## src/sv/atdc_pkg.sv

```systemverilog
package atdc_pkg;

    localparam int ANGLE_W   = 16;
    localparam int CODE_W    = 16;
    localparam int FSD_W     = 11;
    localparam int DECI_W    = FSD_W + 1;
    localparam int SPAN_W    = CODE_W + 1;
    localparam int PROD_W    = SPAN_W + DECI_W;
    localparam int QUO_W     = CODE_W;
    localparam int REM_W     = FSD_W;
    localparam int MAG_W     = QUO_W + REM_W;
    localparam int QDEPTH    = 4;
    localparam int QPTR_W    = $clog2(QDEPTH);
    localparam int CFG_IDX_W = 2;
    localparam int CFG_W     = 16;

    localparam logic [CODE_W-1:0] ZERO_CODE_RST  = 16'd32768;
    localparam logic [CODE_W-1:0] FULL_CODE_RST  = 16'd65535;
    localparam logic [FSD_W-1:0]  FULL_SCALE_RST = 11'd900;
    localparam logic [CODE_W-1:0] FAULT_CODE_RST = 16'd0;

    typedef enum logic [CFG_IDX_W-1:0] {
        REG_ZERO_CODE       = 2'd0,
        REG_FULL_CODE       = 2'd1,
        REG_FULL_SCALE_DECI = 2'd2,
        REG_FAULT_CODE      = 2'd3
    } reg_idx_t;

    typedef struct packed {
        logic [CODE_W-1:0] zero_code;
        logic [CODE_W-1:0] full_code;
        logic [FSD_W-1:0]  full_scale_deci;
        logic [CODE_W-1:0] fault_code;
    } cfg_t;

    typedef struct packed {
        logic signed [DECI_W-1:0] deci;
        logic                     fault;
    } qent_t;

    typedef struct packed {
        logic [REM_W-1:0] rem;
        logic [QUO_W-1:0] low;
        logic [QUO_W-1:0] quo;
        logic             neg;
        logic             fault;
    } div_t;

    function automatic logic [FSD_W-1:0] limit_of(input logic [FSD_W-1:0] fsd);
        return (fsd == '0) ? FSD_W'(1) : fsd;
    endfunction

endpackage

```

## src/sv/atdc_if.sv

```systemverilog
interface angle_if;
    import atdc_pkg::*;

    logic                      valid;
    logic                      ready;
    logic signed [ANGLE_W-1:0] angle_deci;
    logic                      angle_valid;

    modport source (output valid, output angle_deci, output angle_valid, input ready);
    modport sink (input valid, input angle_deci, input angle_valid, output ready);
endinterface

interface dac_if;
    import atdc_pkg::*;

    logic              valid;
    logic              ready;
    logic [CODE_W-1:0] dac_code;
    logic [CODE_W-1:0] mirror_code;
    logic              is_fault;

    modport source (output valid, output dac_code, output mirror_code, output is_fault,
                    input ready);
    modport sink (input valid, input dac_code, input mirror_code, input is_fault,
                  output ready);
endinterface

```

## src/sv/atdc_front.sv

```systemverilog
module atdc_front (
    input  logic                           clk,
    input  logic                           rst_n,
    angle_if.sink                          angle_in,
    input  logic                           cfg_we,
    input  logic [atdc_pkg::CFG_IDX_W-1:0] cfg_index,
    input  logic [atdc_pkg::CFG_W-1:0]     cfg_wdata,
    input  logic                           q_full,
    output logic                           q_push,
    output atdc_pkg::qent_t                q_data,
    output atdc_pkg::cfg_t                 cfg
);
    import atdc_pkg::*;

    cfg_t                    cfg_reg;
    logic [FSD_W-1:0]        lim;
    logic signed [ANGLE_W:0] lim_s;
    logic signed [ANGLE_W:0] ang_s;
    logic signed [ANGLE_W:0] clamp_s;

    always_ff @(posedge clk or negedge rst_n)
    begin
        if (!rst_n)
        begin
            cfg_reg.zero_code       <= ZERO_CODE_RST;
            cfg_reg.full_code       <= FULL_CODE_RST;
            cfg_reg.full_scale_deci <= FULL_SCALE_RST;
            cfg_reg.fault_code      <= FAULT_CODE_RST;
        end
        else if (cfg_we)
        begin
            case (reg_idx_t'(cfg_index))
                REG_ZERO_CODE:       cfg_reg.zero_code       <= cfg_wdata[CODE_W-1:0];
                REG_FULL_CODE:       cfg_reg.full_code       <= cfg_wdata[CODE_W-1:0];
                REG_FULL_SCALE_DECI: cfg_reg.full_scale_deci <= cfg_wdata[FSD_W-1:0];
                REG_FAULT_CODE:      cfg_reg.fault_code      <= cfg_wdata[CODE_W-1:0];
                default:             cfg_reg                 <= cfg_reg;
            endcase
        end
    end

    // clamp to +/- limit
    always_comb
    begin
        lim   = limit_of(cfg_reg.full_scale_deci);
        lim_s = $signed({{(ANGLE_W + 1 - FSD_W){1'b0}}, lim});
        ang_s = $signed({angle_in.angle_deci[ANGLE_W-1], angle_in.angle_deci});
        if (ang_s > lim_s)
        begin
            clamp_s = lim_s;
        end
        else if (ang_s < -lim_s)
        begin
            clamp_s = -lim_s;
        end
        else
        begin
            clamp_s = ang_s;
        end
    end

    assign q_data.deci    = clamp_s[DECI_W-1:0];
    assign q_data.fault   = !angle_in.angle_valid;
    assign angle_in.ready = !q_full;
    assign q_push         = angle_in.valid && !q_full;
    assign cfg            = cfg_reg;

endmodule

```

## src/sv/atdc_queue.sv

```systemverilog
module atdc_queue (
    input  logic            clk,
    input  logic            rst_n,
    input  logic            push,
    input  atdc_pkg::qent_t push_data,
    input  logic            pop,
    output atdc_pkg::qent_t head,
    output logic            empty,
    output logic            full
);
    import atdc_pkg::*;

    qent_t             mem_reg [QDEPTH];
    logic [QPTR_W-1:0] wr_ptr_reg;
    logic [QPTR_W-1:0] rd_ptr_reg;
    logic [QPTR_W:0]   count_reg;
    logic [QPTR_W:0]   count_next;
    logic              do_push;
    logic              do_pop;

    assign empty   = (count_reg == '0);
    assign full    = (count_reg == (QPTR_W + 1)'(QDEPTH));
    assign do_push = push && !full;
    assign do_pop  = pop && !empty;
    assign head    = mem_reg[rd_ptr_reg];

    always_comb
    begin
        count_next = count_reg;
        if (do_push && !do_pop)
        begin
            count_next = count_reg + 1'b1;
        end
        else if (do_pop && !do_push)
        begin
            count_next = count_reg - 1'b1;
        end
    end

    always_ff @(posedge clk or negedge rst_n)
    begin
        if (!rst_n)
        begin
            wr_ptr_reg <= '0;
            rd_ptr_reg <= '0;
            count_reg  <= '0;
        end
        else
        begin
            if (do_push)
            begin
                wr_ptr_reg <= (wr_ptr_reg == QPTR_W'(QDEPTH - 1)) ? '0 : wr_ptr_reg + 1'b1;
            end
            if (do_pop)
            begin
                rd_ptr_reg <= (rd_ptr_reg == QPTR_W'(QDEPTH - 1)) ? '0 : rd_ptr_reg + 1'b1;
            end
            count_reg <= count_next;
        end
    end

    always_ff @(posedge clk)
    begin
        if (do_push)
        begin
            mem_reg[wr_ptr_reg] <= push_data;
        end
    end

endmodule

```

## src/sv/atdc_back.sv

```systemverilog
module atdc_back #(
    parameter int CODE_BITS = 16
) (
    input  logic            clk,
    input  logic            rst_n,
    input  atdc_pkg::cfg_t  cfg,
    input  atdc_pkg::qent_t head,
    input  logic            empty,
    output logic            pop,
    dac_if.source           code_out
);
    import atdc_pkg::*;

    localparam int unsigned MASK_INT = (1 << CODE_BITS) - 1;
    localparam logic [CODE_W-1:0] CODE_MASK = CODE_W'(MASK_INT);

    logic                     adv;
    logic [FSD_W-1:0]         lim;
    logic [FSD_W-1:0]         half;
    logic signed [SPAN_W-1:0] span;
    logic signed [PROD_W-1:0] prod_next;
    logic [PROD_W-1:0]        abs_p;
    logic [MAG_W-1:0]         mag;

    logic                     s0_vld_reg;
    logic signed [PROD_W-1:0] prod_reg;
    logic                     s0_fault_reg;

    logic                     vld_reg [QUO_W+1];
    div_t                     div_reg [QUO_W+1];

    logic                     out_vld_reg;
    logic [CODE_W-1:0]        dac_reg;
    logic [CODE_W-1:0]        mirror_reg;
    logic                     fault_reg;

    logic [CODE_W-1:0]        off;
    logic [CODE_W-1:0]        sum;
    logic [CODE_W-1:0]        mirror;

    assign adv  = !out_vld_reg || code_out.ready;
    assign pop  = adv && !empty;
    assign lim  = limit_of(cfg.full_scale_deci);
    assign half = lim >> 1;
    assign span = $signed({1'b0, cfg.full_code}) - $signed({1'b0, cfg.zero_code});

    assign prod_next = span * head.deci;
    assign abs_p     = prod_reg[PROD_W-1] ? PROD_W'(-prod_reg) : PROD_W'(prod_reg);
    assign mag       = abs_p[MAG_W-1:0] + MAG_W'(half);

    always_ff @(posedge clk or negedge rst_n)
    begin
        if (!rst_n)
        begin
            s0_vld_reg  <= 1'b0;
            vld_reg[0]  <= 1'b0;
            out_vld_reg <= 1'b0;
        end
        else if (adv)
        begin
            s0_vld_reg  <= !empty;
            vld_reg[0]  <= s0_vld_reg;
            out_vld_reg <= vld_reg[QUO_W];
        end
    end

    always_ff @(posedge clk)
    begin
        if (adv)
        begin
            prod_reg         <= prod_next;
            s0_fault_reg     <= head.fault;
            div_reg[0].rem   <= mag[MAG_W-1:QUO_W];
            div_reg[0].low   <= mag[QUO_W-1:0];
            div_reg[0].quo   <= '0;
            div_reg[0].neg   <= prod_reg[PROD_W-1];
            div_reg[0].fault <= s0_fault_reg;
        end
    end

    // one quotient bit per stage
    for (genvar k = 1; k <= QUO_W; k++)
    begin : g_div
        logic [REM_W:0]   trial;
        logic [REM_W:0]   diff;
        logic             ge;
        div_t             step_next;

        always_comb
        begin
            trial           = {div_reg[k-1].rem, div_reg[k-1].low[QUO_W-1]};
            diff            = trial - {1'b0, lim};
            ge              = (trial >= {1'b0, lim});
            step_next.rem   = ge ? diff[REM_W-1:0] : trial[REM_W-1:0];
            step_next.low   = {div_reg[k-1].low[QUO_W-2:0], 1'b0};
            step_next.quo   = {div_reg[k-1].quo[QUO_W-2:0], ge};
            step_next.neg   = div_reg[k-1].neg;
            step_next.fault = div_reg[k-1].fault;
        end

        always_ff @(posedge clk or negedge rst_n)
        begin
            if (!rst_n)
            begin
                vld_reg[k] <= 1'b0;
            end
            else if (adv)
            begin
                vld_reg[k] <= vld_reg[k-1];
            end
        end

        always_ff @(posedge clk)
        begin
            if (adv)
            begin
                div_reg[k] <= step_next;
            end
        end
    end

    always_comb
    begin
        off    = div_reg[QUO_W].neg ? (~div_reg[QUO_W].quo + 1'b1) : div_reg[QUO_W].quo;
        sum    = cfg.zero_code + off;
        mirror = {cfg.zero_code[CODE_W-2:0], 1'b0} - cfg.full_code;
    end

    always_ff @(posedge clk)
    begin
        if (adv)
        begin
            dac_reg    <= (div_reg[QUO_W].fault ? cfg.fault_code : sum) & CODE_MASK;
            mirror_reg <= mirror & CODE_MASK;
            fault_reg  <= div_reg[QUO_W].fault;
        end
    end

    assign code_out.valid       = out_vld_reg;
    assign code_out.dac_code    = dac_reg;
    assign code_out.mirror_code = mirror_reg;
    assign code_out.is_fault    = fault_reg;

endmodule

```

## src/sv/angle_to_dac_code_scaler_unit.sv

```systemverilog
// Angle to DAC code scaler. Each transfer on angle_in carries a signed angle in tenths of a
// degree; valid angles are clamped to +/- full_scale_deci, scaled by the span
// (full_code - zero_code), divided by full_scale_deci with round half away from zero and
// offset by zero_code, wrapped to CODE_BITS bits. Invalid angles return fault_code with
// is_fault set. Every result also carries mirror_code = 2*zero_code - full_code. One angle
// is taken per clock cycle while the queue is not full. Each input transfer passes through
// the 4-entry input queue into the multiply register, then the magnitude and rounding
// offset register, the restoring divider (one quotient bit per stage) and the output
// register. The queue absorbs output stalls so angle_in keeps accepting until four items
// wait. Write the configuration only while no item is in flight; full_scale_deci of 0
// acts as 1.
module angle_to_dac_code_scaler_unit #(
    parameter int CODE_BITS = 16
) (
    input  logic                           clk,
    input  logic                           rst_n,
    angle_if.sink                          angle_in,
    dac_if.source                          code_out,
    input  logic                           cfg_we,
    input  logic [atdc_pkg::CFG_IDX_W-1:0] cfg_index,
    input  logic [atdc_pkg::CFG_W-1:0]     cfg_wdata
);
    import atdc_pkg::*;

    cfg_t  cfg;
    qent_t q_data;
    qent_t q_head;
    logic  q_push;
    logic  q_pop;
    logic  q_empty;
    logic  q_full;

    atdc_front u_front (
        .clk       (clk),
        .rst_n     (rst_n),
        .angle_in  (angle_in),
        .cfg_we    (cfg_we),
        .cfg_index (cfg_index),
        .cfg_wdata (cfg_wdata),
        .q_full    (q_full),
        .q_push    (q_push),
        .q_data    (q_data),
        .cfg       (cfg)
    );

    atdc_queue u_queue (
        .clk       (clk),
        .rst_n     (rst_n),
        .push      (q_push),
        .push_data (q_data),
        .pop       (q_pop),
        .head      (q_head),
        .empty     (q_empty),
        .full      (q_full)
    );

    atdc_back #(
        .CODE_BITS (CODE_BITS)
    ) u_back (
        .clk      (clk),
        .rst_n    (rst_n),
        .cfg      (cfg),
        .head     (q_head),
        .empty    (q_empty),
        .pop      (q_pop),
        .code_out (code_out)
    );

endmodule

```

## src/flat_wrapper.sv

```systemverilog
// flat-port wrapper written by rule: the top's interface ports become plain ports
module angle_to_dac_code_scaler_unit_flat import atdc_pkg::*;
#(
    parameter int CODE_BITS = 16
)
  (clk, rst_n, cfg_we, cfg_index, cfg_wdata, angle_in_valid, angle_in_angle_deci, angle_in_angle_valid, angle_in_ready, code_out_valid, code_out_dac_code, code_out_mirror_code, code_out_is_fault, code_out_ready);
  angle_if angle_in_i ();
  dac_if code_out_i ();
  input  logic clk;
  input  logic rst_n;
  input  logic cfg_we;
  input  logic [atdc_pkg::CFG_IDX_W-1:0] cfg_index;
  input  logic [atdc_pkg::CFG_W-1:0] cfg_wdata;
  input wire logic [$bits(angle_in_i.valid)-1:0] angle_in_valid;
  input wire logic [$bits(angle_in_i.angle_deci)-1:0] angle_in_angle_deci;
  input wire logic [$bits(angle_in_i.angle_valid)-1:0] angle_in_angle_valid;
  output wire logic [$bits(angle_in_i.ready)-1:0] angle_in_ready;
  output wire logic [$bits(code_out_i.valid)-1:0] code_out_valid;
  output wire logic [$bits(code_out_i.dac_code)-1:0] code_out_dac_code;
  output wire logic [$bits(code_out_i.mirror_code)-1:0] code_out_mirror_code;
  output wire logic [$bits(code_out_i.is_fault)-1:0] code_out_is_fault;
  input wire logic [$bits(code_out_i.ready)-1:0] code_out_ready;
  assign angle_in_i.valid = angle_in_valid;
  assign angle_in_i.angle_deci = angle_in_angle_deci;
  assign angle_in_i.angle_valid = angle_in_angle_valid;
  assign angle_in_ready = angle_in_i.ready;
  assign code_out_valid = code_out_i.valid;
  assign code_out_dac_code = code_out_i.dac_code;
  assign code_out_mirror_code = code_out_i.mirror_code;
  assign code_out_is_fault = code_out_i.is_fault;
  assign code_out_i.ready = code_out_ready;
  angle_to_dac_code_scaler_unit #(.CODE_BITS(CODE_BITS)) u_core (.clk(clk), .rst_n(rst_n), .angle_in(angle_in_i), .code_out(code_out_i), .cfg_we(cfg_we), .cfg_index(cfg_index), .cfg_wdata(cfg_wdata));
endmodule
```

## config.mk

```make
export PLATFORM = sky130hd
export DESIGN_NAME = angle_to_dac_code_scaler_unit_flat
export DESIGN_NICKNAME = d
export VERILOG_FILES = /design/src/sv/atdc_pkg.sv /design/src/sv/atdc_if.sv /design/src/sv/atdc_front.sv /design/src/sv/atdc_queue.sv /design/src/sv/atdc_back.sv /design/src/sv/angle_to_dac_code_scaler_unit.sv /design/src/flat_wrapper.sv
export SDC_FILE = /design/constraint.sdc
export NUM_CORES = 2
export LEC_CHECK = 0
export BUFFER_PORTS_ARGS = -buffer_cell sky130_fd_sc_hd__buf_4
export CORE_MARGIN = 10
export CORE_UTILIZATION = 39
export CTS_CLUSTER_SIZE = 30
export DETAILED_ROUTE_END_ITERATION = 8
export PLACE_DENSITY_LB_ADDON = 0.25
export SLEW_MARGIN = 30
export SYNTH_ARGS = -nofsm -noshare
export SYNTH_HDL_FRONTEND = slang
export SYNTH_HIERARCHICAL = 1
export SYNTH_SLANG_ARGS = --single-unit
export TNS_END_PERCENT = 1
```

## constraint.sdc

```tcl
create_clock -name clk -period 14.4 [get_ports clk]
set_input_delay 1.44 -clock clk [delete_from_list [all_inputs] [get_ports clk]]
set_output_delay 1.44 -clock clk [all_outputs]
set_load 0.02 [all_outputs]
```

# Word-level counts from Yosys, hierarchy flattened
# Memory sizes are Yosys's and may differ from the RTL's.
# Index checks and enable logic that the tools add are counted.
# word_totals
reg_bits	148
mem_bits_rw	817
elab_cells	137
mem_count	2
# memory_table
name	depth	width	read_ports	rd_ports_with_merged_regs	wr	line_no	text
u_core.u_back.div_reg	17	45	17	0	17	atdc_back.sv:30	div_t div_reg [QUO_W+1];
u_core.u_queue.mem_reg	4	13	1	0	1	atdc_queue.sv:13	qent_t mem_reg [QDEPTH];
# classes
n_addsub	27
mul	1
order_cmp	18
n_eq_ne	6
muxes	30
n_bitwise	1
n_reduce_logical	21
# ops
cell	count
12-bit by 11-bit >= comparator with 1-bit output	16
11-bit 2-to-1 mux	17
11-bit subtractor	16
16-bit 2-to-1 mux	2
17-bit by 12-bit multiplier with 29-bit output	1
27-bit by 10-bit adder with 27-bit output	1
27-bit 2-to-1 mux	1
27-bit negator	1
12-bit 2-to-1 mux	2
16-bit by 17-bit < comparator with 1-bit output	1
11-bit negator with 17-bit output	1
16-bit by 16-bit subtractor with 17-bit output	1
16-bit by 1-bit adder with 16-bit output, second input constant	1
16-bit adder	1
16-bit by 12-bit greater-than comparator with 1-bit output	1
16-bit inverter	1
16-bit subtractor	1
11-bit zero test	1
2-bit equality test, second input constant	4
2-bit AND reduction	4
1-bit logical AND	6
1-bit zero test	6
3-bit 2-to-1 mux	2
2-bit by 1-bit adder with 2-bit output, second input constant	2
10 further kinds	14

# Logic depth before layout (Yosys ltp)
# logic_depth
word_depth	8
mapped_depth	34

# By module
# Netlist, hierarchy kept.
# modules_own_cells
mod	n_inst	cells_per_inst	area_per_inst_um2	seq_area_each_um2
atdc_back	1	3317	37095.6	16811.1
atdc_front	1	306	3550.9	1502.7
atdc_queue	1	105	2338.5	1736.7

# Least setup slack after synthesis
# Ideal clock, no wire load.
# synth_timing
path_kind	input -> register
from	input code_out_ready
to	register u_core.u_back.dac_reg[0], in the netlist u_core/u_back/code_out.dac_code[0] (enable)
setup_ns	0.888
t_arrival_ns	12.157
t_required_ns	13.512
setup_slack_ns	1.355
cell_stages	3
n_path_buf	1
path_cell_list	nor2b_1 clkbuf_1 inv_1
# synth_via
elab_chain_cells	1
# synth_lines
item	line_no	text
start, declared	flat_wrapper.sv:22	input wire logic [$bits(code_out_i.ready)-1:0] code_out_ready;
1-bit logical OR	atdc_back.sv:41	assign adv = !out_vld_reg || code_out.ready;
end signal, assigned	atdc_back.sv:133	dac_reg <= (div_reg[QUO_W].fault ? cfg.fault_code : sum) & CODE_MASK;
end, declared	atdc_back.sv:33	logic [CODE_W-1:0] dac_reg;
# Every way passes these cells.
# A chain may end at the register's enable or synchronous reset.

# Final worst setup path
# layout_timing
from	register u_core.u_front.cfg_reg, in the netlist u_core/u_front/cfg[27]
to	register u_core.u_back.prod_reg[28], data pin
# layout_via
elab_chain_cells	2
# layout_lines
item	line_no	text
start, declared	atdc_front.sv:15	cfg_t cfg_reg;
start signal, assigned	atdc_front.sv:37	default: cfg_reg <= cfg_reg;
16-bit by 16-bit subtractor with 17-bit output	atdc_back.sv:45	assign span = $signed({1'b0, cfg.full_code}) - $signed({1'b0, cfg.zero_code});
17-bit by 12-bit multiplier with 29-bit output	atdc_back.sv:47	assign prod_next = span * head.deci;
named net u_core.u_back.prod_next[28]	atdc_back.sv:21	logic signed [PROD_W-1:0] prod_next;
end signal, assigned	atdc_back.sv:71	prod_reg <= prod_next;
end, declared	atdc_back.sv:26	logic signed [PROD_W-1:0] prod_reg;
# The timed path passes the listed nets, and every way through them passes these cells.

==> metrics.yaml <==
critical_path:
  critPathKind: "reg -> reg"
  worst-path-buf-inv: 4
  r2r-start: "u_core/u_front/cfg[27]"
  start_kind: "flop"
  crit_path_max_fanout: 12
  regToRegSetupSlack_ns: 5.36
  cell_mode_on_critical_path: "sky130_fd_sc_hd__fa_1"
  cp_slowest_cell: "sky130_fd_sc_hd__a221oi_1"
  critical-path-max-stage-delay_ns: 0.64
  crit_path_end_kind: "flop"
  regToRegEndpoint: "u_core/u_back/prod_reg[28]"
  cp_data_required_time_ns: 14.79
  worst_r2r_path_depth: 32
  worstPathArrival_ns: 9.43
  critical-path-top-delay-family: "adder cells"
global_routing:
  grt_use_total_pct: 15.5
  antenna_found_initial: 0
  grt_pass1_vias: 27700
  grt_start_max_net_pins: 190
  overflow: 0
  grt_first_pass_wirelength_um: 155000
sta:
  postLayoutSetupSlackWorst_ns: 5.36
  layout_worst_path_cycle_share_pct: 62.8
  final.setup_skew_ns: 0.0276
  min_period_ns: 9.04
  fin_setup_tns_ns: 0
  max_slew.worst_pin.slew_ns: 0.990
  max_clock_freq_mhz: 111
  max_slew_margin_pct: 33.8
  finalSetupViolations: 0
  grt_setup_unrepaired: "no"
  timing_hold_violations_final: 0
  drv_slew: 0
detailed_routing:
  vias: 27600
  drt-total-wl_um: 97200
  wire_per_inst_um: 18.1
  number_of_vias_per_cell: 5.14
  drc: 0
  drtPass1Iterations: 5
  final_antenna_net_count: 0
  drt_first_iter_violations: 1737
min_path:
  holdPathStages: 0
  hp-start: "u_core/u_back/div_reg[0][544]"
  hold_path_end: "u_core/u_back/div_reg[0][589]"
  min_path_type: "reg -> reg"
clocking:
  clk_latency_ns: 0.64
  post_cts_resized: 0
  cts_made_buffers: 76
  tritoncts: "done"
  ctsLongestPathBuffers: 3
  tritoncts_num_sinks: 681
  cts-root-buf: "sky130_fd_sc_hd__clkbuf_16"
  count_of_buffers_added_by_post_cts_timing_repair_for_setup: 0
  cts.reportedPaths.clkPinSlew_ns: 0.06
  cts_max_level: 3
  postCtsHoldBufs: 0
layout:
  layoutNonFillerInstCount: 5362
  final_util_pct: 43.8
  largest_register_ffs: 482
  filler_cell_count: 10100
  syn_to_final_growth_pct: 11.2
  highest_count_cells_in_the_layout_ignoring_fill_and_taps: "sky130_fd_sc_hd__edfxtp_1 (596), sky130_fd_sc_hd__inv_1 (486), sky130_fd_sc_hd__ha_1 (327)"
  finish.net_count: 4401
  final_common_cell: "sky130_fd_sc_hd__edfxtp_1"
  final_layout_size_suffix_gt1_share_pct: 11.6
  antennaDiodeCount: 0
logic_synthesis:
  yosys_register_bits: 681
  synth-main-ff-cell: "sky130_fd_sc_hd__edfxtp_1"
  syn-cell-area_sq_mm: 0.0430
  synth_sequential_area_ratio_pct: 46.6
  synth_area_per_cell_sq_um: 11.5
  synth-edff-count: 596
  netlist_instances: 3728
  netlist-cell-type-count: 84
  synthArstFlopShare_pct: 12.5
  synth_warnings: 6
floorplan:
  fp.coreArea_sq_mm: 0.109
  placement_rows: 121
  die_x_um: 352
  start_util_pct: 39.4
  die_area_sq_mm: 0.124
  die_y_um: 352
  pin_count: 75
job:
  timing.max_cap.violations: 0
place:
  dpl_worst_slack_ns: 5.17
  port_buffers: 74
  cell_count_after_placement: 5221
  detailed_place_hpwl_um: 69700
  gp_weighted_congestion: 0.822
status:
  run_status: "completed"
## per-layer routing
metal	track usage, %	routed length [um]
met5	0	0
met4	3.47	1620
met3	2.22	4180
met2	24.7	44700
met1	22.1	46700
## through the flow
step | area (sq um) | hold WS, ns
detailed placement | 45200 | 0.405
CTS | 47700 | 0.398
global placement | 45200 | 0.400
global route | 47800 | 0.408
finish | 47800 | 0.403
floorplan | 43000 | 0.400
## final cells by class
class	count	area, sq um	area share, %
clock buffer	95	2030	4.25
clock inverter	44	463	0.968
tap	1476	1850	3.86
timing repair buffer	101	798	1.67
multi-input combinational	2472	20800	43.4
sequential	681	20100	41.9
inverter	493	1860	3.89
## worst reg2reg max path: cells and delay by family (launching register included)
family / cells / cell delay [ns]
buffers and inverters: 4 / 0.19
adders and majority gates: 8 / 3.56
AOI/OAI and AO/OA: 12 / 3.26
and+or+nand+nor: 6 / 0.63
xor gates and xnor gates: 2 / 0.59
DFF: 1 / 0.58
## how the worst max path moves through the flow
stage	start	end	slack (ns)	depth (start not counted)
2_1_floorplan	code_out_ready	u_core/u_back/code_out.dac_code[0]	1.35	3
3_3_place_gp	u_core/u_front/cfg[27]	u_core/u_back/prod_reg[28]	5.29	31
3_5_place_dp	u_core/u_front/cfg[27]	u_core/u_back/prod_reg[28]	5.17	32
4_1_cts	u_core/u_front/cfg[27]	u_core/u_back/prod_reg[28]	5.15	32
5_1_grt	u_core/u_front/cfg[27]	u_core/u_back/prod_reg[28]	4.84	32
6_report	u_core/u_front/cfg[27]	u_core/u_back/prod_reg[28]	5.36	32
## synthesized netlist by cell type, drive strengths merged, types with 22 or more instances
cell    number  area share (%)
clkbuf      57            0.50
a21boi     113             2.0
nor2       267             2.3
and2        68            0.99
ha         327             9.5
o21a        24            0.42
nor3        40            0.58
buf         27            0.38
a21o        26            0.45
edfxtp     596              42
o21ai      212             2.5
xnor2       93             1.9
inv        493             4.3
a21oi       58            0.68
o31ai       97             1.7
mux2i       39            0.91
xor2        51             1.0
nand3      111             1.3
nor2b       62            0.92
mux2       140             3.7
nand4       39            0.58
fa         209             9.7
dfrtp       64             3.7
nand2      272             2.4
nand2b      22            0.32
## kinds of logic (layout without fill, tap and decap cells)
family                   Yosys count  in the layout  share of synthesized area [%]
XOR/XNOR                         144            144                           2.93
other                              1              3                        0.00872
adder cells (fa/ha/maj)          536            536                           19.3
flip-flops                       681            681                           46.6
buffers and inverters            577            733                           5.19
multiplexers                     192            192                           5.27
AND/OR/NAND/NOR                  978            978                           11.1
AO/OA/AOI/OAI                    619            619                           9.59
Power is not shown: default switching activity piles up to over one toggle a cycle in this logic, so the estimate is an artifact.
